**src/rtl/core/isq_pkg.sv**
```systemverilog
// isq_pkg: shared types, codes and defaults for the indexed sequence store
// depends on nothing; used by every module of the block
package isq_pkg;

    localparam int CAPACITY_DEF = 64;

    // request actions
    localparam logic [2:0] ACT_READ      = 3'd0;
    localparam logic [2:0] ACT_INS_FRONT = 3'd1;
    localparam logic [2:0] ACT_APPEND    = 3'd2;
    localparam logic [2:0] ACT_INS_AT    = 3'd3;
    localparam logic [2:0] ACT_DELETE    = 3'd4;

    // result status codes
    localparam logic [1:0] ST_DONE  = 2'd0;
    localparam logic [1:0] ST_RANGE = 2'd1;
    localparam logic [1:0] ST_FULL  = 2'd2;

    typedef enum logic [1:0] {
        OP_NONE = 2'd0,
        OP_READ = 2'd1,
        OP_INS  = 2'd2,
        OP_DEL  = 2'd3
    } op_t;

    typedef struct packed {
        logic [2:0]         action;
        logic [6:0]         position;
        logic signed [31:0] item_value;
    } in_word_t;

    typedef struct packed {
        logic signed [31:0] read_value;
        logic [1:0]         status;
        logic [6:0]         length_now;
    } out_word_t;

    // controller to datapath
    typedef struct packed {
        logic capture;
        logic decode;
        logic mem_rd;
        logic shift_wr;
        logic commit;
        logic load_out;
    } isq_cmd_t;

    // datapath to controller
    typedef struct packed {
        op_t  dec_op;
        logic more;
    } isq_stat_t;

endpackage

```
**src/rtl/core/isq_datapath.sv**
```systemverilog
// isq_datapath: request register, length, shift pointer, entry memory and result register
// depends on isq_pkg
module isq_datapath #(
    parameter int CAPACITY = isq_pkg::CAPACITY_DEF
) (
    input  logic                 aclk,
    input  logic                 aresetn,
    input  isq_pkg::in_word_t    s_word,
    input  isq_pkg::isq_cmd_t    cmd,
    output isq_pkg::isq_stat_t   stat,
    output isq_pkg::out_word_t   m_word
);

    localparam int IDX_W = $clog2(CAPACITY);
    localparam int LEN_W = $clog2(CAPACITY + 1);
    localparam int W     = (LEN_W > 7) ? LEN_W : 7;

    logic [31:0]         mem [CAPACITY];
    logic [31:0]         rd_data_reg;

    isq_pkg::in_word_t   req_reg;
    isq_pkg::op_t        op_reg;
    logic [1:0]          st_reg;
    logic [LEN_W-1:0]    len_reg, len_next;
    logic [LEN_W-1:0]    ptr_reg, ptr_next;
    logic [LEN_W-1:0]    p_reg;
    isq_pkg::out_word_t  out_reg;

    logic [W-1:0]        pos_w, len_w, p_w;
    isq_pkg::op_t        dec_op;
    logic [1:0]          dec_st;
    logic [LEN_W:0]      ptr_ext;
    logic [LEN_W-1:0]    ptr_m1, ptr_p1;
    logic [IDX_W-1:0]    raddr, waddr;
    logic [31:0]         wdata;
    logic                we;

    assign pos_w   = W'(req_reg.position);
    assign len_w   = W'(len_reg);
    assign ptr_ext = {1'b0, ptr_reg} + {{LEN_W{1'b0}}, 1'b1};
    assign ptr_p1  = ptr_ext[LEN_W-1:0];
    assign ptr_m1  = ptr_reg - {{(LEN_W-1){1'b0}}, 1'b1};

    // request decode against the current length
    always_comb begin
        dec_op = isq_pkg::OP_NONE;
        dec_st = isq_pkg::ST_DONE;
        p_w    = pos_w;
        unique case (req_reg.action) inside
            isq_pkg::ACT_READ: begin
                if (pos_w < len_w) dec_op = isq_pkg::OP_READ;
                else               dec_st = isq_pkg::ST_RANGE;
            end
            isq_pkg::ACT_INS_FRONT, isq_pkg::ACT_APPEND, isq_pkg::ACT_INS_AT: begin
                if (req_reg.action == isq_pkg::ACT_INS_FRONT)   p_w = '0;
                else if (req_reg.action == isq_pkg::ACT_APPEND) p_w = len_w;
                if (p_w > len_w)                   dec_st = isq_pkg::ST_RANGE;
                else if (len_w >= W'(CAPACITY))    dec_st = isq_pkg::ST_FULL;
                else                               dec_op = isq_pkg::OP_INS;
            end
            isq_pkg::ACT_DELETE: begin
                if (pos_w < len_w) dec_op = isq_pkg::OP_DEL;
                else               dec_st = isq_pkg::ST_RANGE;
            end
            default: begin
                dec_op = isq_pkg::OP_NONE;
            end
        endcase
    end

    assign stat.dec_op = dec_op;
    assign stat.more   = (op_reg == isq_pkg::OP_INS) ? (ptr_reg > p_reg)
                                                     : (ptr_ext < {1'b0, len_reg});

    // memory addressing
    always_comb begin
        case (op_reg)
            isq_pkg::OP_READ: raddr = pos_w[IDX_W-1:0];
            isq_pkg::OP_INS:  raddr = ptr_m1[IDX_W-1:0];
            default:          raddr = ptr_p1[IDX_W-1:0];
        endcase
        we    = cmd.shift_wr || (cmd.commit && op_reg == isq_pkg::OP_INS);
        waddr = cmd.shift_wr ? ptr_reg[IDX_W-1:0] : p_reg[IDX_W-1:0];
        wdata = cmd.shift_wr ? rd_data_reg : req_reg.item_value;
    end

    always_ff @(posedge aclk) begin
        if (we) begin
            mem[waddr] <= wdata;
        end
        if (cmd.mem_rd) begin
            rd_data_reg <= mem[raddr];
        end
    end

    always_comb begin
        len_next = len_reg;
        if (cmd.commit) begin
            if (op_reg == isq_pkg::OP_INS)      len_next = len_reg + {{(LEN_W-1){1'b0}}, 1'b1};
            else if (op_reg == isq_pkg::OP_DEL) len_next = len_reg - {{(LEN_W-1){1'b0}}, 1'b1};
        end
        ptr_next = ptr_reg;
        if (cmd.decode) begin
            ptr_next = (dec_op == isq_pkg::OP_INS) ? len_reg : LEN_W'(pos_w);
        end else if (cmd.shift_wr) begin
            ptr_next = (op_reg == isq_pkg::OP_INS) ? ptr_m1 : ptr_p1;
        end
    end

    always_ff @(posedge aclk) begin
        if (!aresetn) begin
            len_reg <= '0;
            op_reg  <= isq_pkg::OP_NONE;
        end else begin
            len_reg <= len_next;
            if (cmd.decode) op_reg <= dec_op;
        end
    end

    always_ff @(posedge aclk) begin
        ptr_reg <= ptr_next;
        if (cmd.capture) req_reg <= s_word;
        if (cmd.decode) begin
            st_reg <= dec_st;
            p_reg  <= LEN_W'(p_w);
        end
        if (cmd.load_out) begin
            out_reg.read_value <= (op_reg == isq_pkg::OP_READ) ? rd_data_reg : '1;
            out_reg.status     <= st_reg;
            out_reg.length_now <= 7'(len_reg);
        end
    end

    assign m_word = out_reg;

endmodule

```
**src/rtl/core/isq_ctrl.sv**
```systemverilog
// isq_ctrl: sequencer for decode, memory read and one-place shifting
// depends on isq_pkg
module isq_ctrl (
    input  logic                 aclk,
    input  logic                 aresetn,
    input  logic                 s_valid,
    output logic                 s_ready,
    output logic                 m_valid,
    input  logic                 m_ready,
    input  isq_pkg::isq_stat_t   stat,
    output isq_pkg::isq_cmd_t    cmd
);

    typedef enum logic [5:0] {
        S_IDLE     = 6'b000001,
        S_DECODE   = 6'b000010,
        S_READ_MEM = 6'b000100,
        S_SHIFT_RD = 6'b001000,
        S_SHIFT_WR = 6'b010000,
        S_FINISH   = 6'b100000
    } state_t;

    state_t state_reg, state_next;
    logic   m_valid_reg, m_valid_next;

    assign s_ready = (state_reg == S_IDLE);
    assign m_valid = m_valid_reg;

    always_comb begin
        state_next = state_reg;
        cmd        = '0;
        unique case (state_reg)
            S_IDLE: begin
                if (s_valid) begin
                    cmd.capture = 1'b1;
                    state_next  = S_DECODE;
                end
            end
            S_DECODE: begin
                cmd.decode = 1'b1;
                case (stat.dec_op)
                    isq_pkg::OP_READ: state_next = S_READ_MEM;
                    isq_pkg::OP_NONE: state_next = S_FINISH;
                    default:          state_next = S_SHIFT_RD;
                endcase
            end
            S_READ_MEM: begin
                cmd.mem_rd = 1'b1;
                state_next = S_FINISH;
            end
            S_SHIFT_RD: begin
                if (stat.more) begin
                    cmd.mem_rd = 1'b1;
                    state_next = S_SHIFT_WR;
                end else begin
                    cmd.commit = 1'b1;
                    state_next = S_FINISH;
                end
            end
            S_SHIFT_WR: begin
                cmd.shift_wr = 1'b1;
                state_next   = S_SHIFT_RD;
            end
            S_FINISH: begin
                if (!m_valid_reg || m_ready) begin
                    cmd.load_out = 1'b1;
                    state_next   = S_IDLE;
                end
            end
            default: begin
                state_next = S_IDLE;
            end
        endcase
    end

    always_comb begin
        m_valid_next = m_valid_reg;
        if (cmd.load_out)  m_valid_next = 1'b1;
        else if (m_ready)  m_valid_next = 1'b0;
    end

    always_ff @(posedge aclk) begin
        if (!aresetn) begin
            state_reg   <= S_IDLE;
            m_valid_reg <= 1'b0;
        end else begin
            state_reg   <= state_next;
            m_valid_reg <= m_valid_next;
        end
    end

endmodule

```
**src/rtl/core/indexed_sequence_store.sv**
```systemverilog
// indexed_sequence_store: top level, depends on isq_pkg, isq_ctrl and isq_datapath
// steps: a valid read passes decode and a memory read, then its result word is registered;
//   a rejected request or unused action goes from decode to the result; insert/delete move
//   k entries (at most CAPACITY - 1), each by a memory read state then a write state
// throughput: one request at a time, next word taken the cycle after the result is registered
// reset: synchronous active-low aresetn empties the store (length 0), memory not cleared
module indexed_sequence_store #(
    parameter int CAPACITY = isq_pkg::CAPACITY_DEF
) (
    input  logic                 aclk,
    input  logic                 aresetn,
    // request words
    input  logic                 s_valid,
    output logic                 s_ready,
    input  isq_pkg::in_word_t    s_word,
    // result words
    output logic                 m_valid,
    input  logic                 m_ready,
    output isq_pkg::out_word_t   m_word
);

    // command and status between the sequencer and the datapath
    isq_pkg::isq_cmd_t  cmd;
    isq_pkg::isq_stat_t stat;

    // sequencer: decode, single read, and the shift loop over the entry memory
    isq_ctrl u_ctrl (
        .aclk    (aclk),
        .aresetn (aresetn),
        .s_valid (s_valid),
        .s_ready (s_ready),
        .m_valid (m_valid),
        .m_ready (m_ready),
        .stat    (stat),
        .cmd     (cmd)
    );

    // datapath: holds the entries, the length, the request and the output register
    isq_datapath #(
        .CAPACITY (CAPACITY)
    ) u_dp (
        .aclk    (aclk),
        .aresetn (aresetn),
        .s_word  (s_word),
        .cmd     (cmd),
        .stat    (stat),
        .m_word  (m_word)
    );

endmodule

```
**config.mk**
```make
export PLATFORM = sky130hd
export DESIGN_NAME = indexed_sequence_store
export DESIGN_NICKNAME = d
export VERILOG_FILES = /design/src/rtl/core/isq_pkg.sv /design/src/rtl/core/isq_datapath.sv /design/src/rtl/core/isq_ctrl.sv /design/src/rtl/core/indexed_sequence_store.sv
export SDC_FILE = /design/constraint.sdc
export NUM_CORES = 2
export LEC_CHECK = 0
export ABC_CLOCK_PERIOD_IN_PS = 4250
export BUFFER_PORTS_ARGS = -buffer_cell sky130_fd_sc_hd__buf_2
export CORE_MARGIN = 5
export CORE_UTILIZATION = 57
export DETAILED_ROUTE_END_ITERATION = 10
export PLACE_DENSITY_LB_ADDON = 0.1
export SETUP_SLACK_MARGIN = 0.02
export SLEW_MARGIN = 0
export SYNTH_ARGS = -nofsm -noshare
export SYNTH_HDL_FRONTEND = slang
export SYNTH_HIERARCHICAL = 1
export SYNTH_SLANG_ARGS = --single-unit
```
**constraint.sdc**
```tcl
create_clock -name aclk -period 4.25 [get_ports aclk]
set_input_delay 0.2125 -clock aclk [delete_from_list [all_inputs] [get_ports aclk]]
set_output_delay 0.2125 -clock aclk [all_outputs]
set_load 0.02 [all_outputs]
```
==> reports/qor.yml <==
worst_setup_path:
  critical-path-max-stage-delay_ns: 0.79
  cp-end-kind: "flip-flop"
  crit_chain: "buf_4 -> ha_1 -> nor2b_1 -> o21a_1 -> o21a_1 -> o21a_1 -> o21a_1 -> o211ai_1 -> o211ai_1 -> nor2_1 -> nand2_1 -> o21ai_2 -> buf_6 -> nand2_1 -> buf_12 -> nor2_4"
  reg2reg_depth: 16
  cp_num_buf_inv: 3
  cp.required_ns: 4.67
  cp_slowest_cell: "nor2_4"
  worstSetupStartpointType: "flip-flop"
  crit_arrival_ns: 4.56
  rr_startpoint: "u_dp/ptr_reg[1]$_DFFE_PP_"
  r2r_slack_ns: 0.11
  crit_top_cell: "o21a_1"
  cpLargestDelayFamily: "simple AND/OR/NAND/NOR gates"
  path_max_fanout: 32
  timing.rr.end: "u_dp/mem[54][8]$_DFFE_PP_"
  path_class: "reg2reg"
power_and_ir_drop:
  vdd_drop_max_mv: 0.420
  p_total_w: 0.0440
  p_per_area_mw_per_mm2: 445
  leakage_nw: 31.5
global_route:
  antenna_found_initial: 10
  grt_pass1_vias: 42588
  grt.total_usage: 0.290
  grt_pass1_wl_mm: 322
  grt-ovfl-total: 0
  grt_max_degree: 129
sta:
  final_hold_viol_count: 0
  finalCritPeriodShare: 0.973
  setup_tns_ns: 0
  timing.fmax_mhz: 242
  drv_slew: 0
  min_period_ns: 4.14
  final.setup_skew_ns: 0.0244
  grt_setup_unrepaired: "yes"
  setup_viol: 0
  worst_pin_slew_ns: 1.41
  relSlewSlack: 0.0590
floorplan:
  die_area_sq_mm: 0.158
  die_h_um: 397
  start_util: 0.572
  die_w_um: 397
  row_count: 142
  io-pin-count: 89
  core_area_sq_mm: 0.150
place:
  place_inst: 6225
  portBuffers: 88
  dp_hpwl_mm: 138
  gp_congestion: 0.864
  place_area_sq_mm: 0.0913
drt:
  drcViolationCount: 0
  viasPerCell: 6.52
  wl_mm: 229
  initialDrtViolationCount: 5916
  detail-route-antenna-nets: 0
  first_pass_iters: 6
  post_drt_wl_per_cell_um: 34.1
  via_count: 43908
synthesis:
  syn_inst: 4051
  synth_flop_cell: "edfxtp_1"
  synth.largest_area_cell: "edfxtp_1"
  netlist_area_sq_mm: 0.0856
  synth_nets: 4134
  synth_edf_count: 2179
  ys_warn_count: 6
  synth.distinct_cells: 71
  ys_top_cells_by_area: "edfxtp_1, mux4_2, nand2_1, nand4_1, mux2_2"
  avgSynthCellArea_sq_um: 21.1
  ys_seq_area_frac: 0.769
  synth.top_cell.area_share: 0.765
  synth_seq_cells: 2195
  ys_async_sr_fraction: 0
cells_and_area:
  final_common_cell: "edfxtp_1"
  drive_gt1_frac: 0.308
  area_growth_pct: 15.7
  mostFrequentLayoutCells: "edfxtp_1, mux4_2, nand2_1, buf_4, clkbuf_16"
  fill_cells: 9831
  fin_cells: 6733
  final_net_count: 4622
  fin_util: 0.662
  largest_reg_flops: 2048
  stdcell_area_sq_mm: 0.0990
clock_tree:
  cts-buffers-inserted: 216
  cts_root_buf: "clkbuf_16"
  clkSinkCount: 2195
  cts.htree.levels: 4
  cts_tree: "yes"
  clk_pin_slew_ns: 0.06
  clk_path_buf_depth: 3
  insertion_delay_ns: 0.82
job:
  max_cap_viol_count: 0
worst_hold_path:
  hold_start: "s_word[17]"
  min_path_cells: 2
  min_to: "u_dp/req_reg[17]$_DFFE_PP_"
  hold_path.class: "in2reg"
run_status:
  status: "finished clean"
==> power breakdown <==
group          switching (W)  leakage (nW)  internal, W
Combinational        0.00158          8.61     0.000884
Clock                0.00791          3.17      0.00968
Sequential         0.0000290          19.7       0.0239
Total                0.00952          31.5       0.0345
==> cells by family after synthesis <==
kind of cell    after synthesis  share of synthesized area
simple gates                714                     0.0421
xor+xnor                     16                    0.00164
buf+inv                     258                     0.0142
mux                         620                      0.150
compound gates              211                     0.0184
flops                      2195                      0.769
fa+ha+maj                    37                    0.00550
==> timing repair <==
action,CTS,global route
hold buffers,46,0
gates cloned,25,8
resized for setup,23,21
setup buffers,0,33
setup endpoints to repair,882,570
hold endpoints to repair,58,0
pin swaps,26,12
==> per-stage QoR <==
stage | hold WS [ns] | setup slack [ns]
finish | 0.101 | 0.114
floorplan | 0.311 | -0.395
global route | 0.0682 | -0.142
CTS | 0.0427 | -0.00294
global placement | 0.390 | -0.194
detailed placement | 0.391 | -0.204
==> how the worst max path moves through the flow <==
stage / start / end / cells past startpoint
detailed placement: u_dp/ptr_reg[1]$_DFFE_PP_ / u_dp/mem[3][3]$_DFFE_PP_ / 17
global placement: u_dp/ptr_reg[1]$_DFFE_PP_ / u_dp/mem[2][8]$_DFFE_PP_ / 17
CTS: u_dp/ptr_reg[1]$_DFFE_PP_ / u_dp/mem[60][4]$_DFFE_PP_ / 17
finish: u_dp/ptr_reg[1]$_DFFE_PP_ / u_dp/mem[54][8]$_DFFE_PP_ / 16
floorplan: u_dp/ptr_reg[0]$_DFFE_PP_ / u_dp/mem[18][0]$_DFFE_PP_ / 16
global route: u_dp/ptr_reg[1]$_DFFE_PP_ / u_dp/mem[54][24]$_DFFE_PP_ / 16
==> cells in the mapped netlist, types with 7 or more instances <==
master    instances
nand2b_1         38
nor3_2           23
inv_1            31
a21o_1            9
a22o_1           21
nand2_1         294
nand4_1         163
edfxtp_1       2179
clkbuf_1         71
a21oi_1          25
mux4_2          512
buf_1            19
xnor2_1          10
o22ai_2          12
mux2_4           18
buf_2           122
nand3_1           7
mux2_2           64
o21a_1           14
mux2i_1          12
buf_6            11
mux2_1           14
nor3_1           18
o21ai_0          10
dfxtp_1          16
nor2_1           94
and3_1           34
ha_1             36
o22ai_1          21
a22oi_1          64
==> layer usage <==
| layer | share of wire | vias up | GRT usage |
|---|---|---|---|
| met4 | 0.030 | 2 | 0.0829 |
| met2 | 0.46 | 2336 | 0.431 |
| met5 | 0.000039 | - | 0 |
| met3 | 0.11 | 306 | 0.0664 |
| li1 | - | 17900 | - |
| met1 | 0.40 | 23364 | 0.440 |
==> final cells by class <==
class                           count  area, sq um  share of cell area
Timing Repair Buffer              465         4590              0.0463
Clock buffer                      272         5680              0.0574
Clock inverter                    123          793             0.00801
Antenna cell                        1         2.50           0.0000253
Tap cell                         2016         2520              0.0255
Multi-Input combinational cell   1630        19600               0.198
Sequential cell                  2195        65800               0.664
Inverter                           31          116             0.00118
Note: power is estimated with default switching activity, not from simulation.
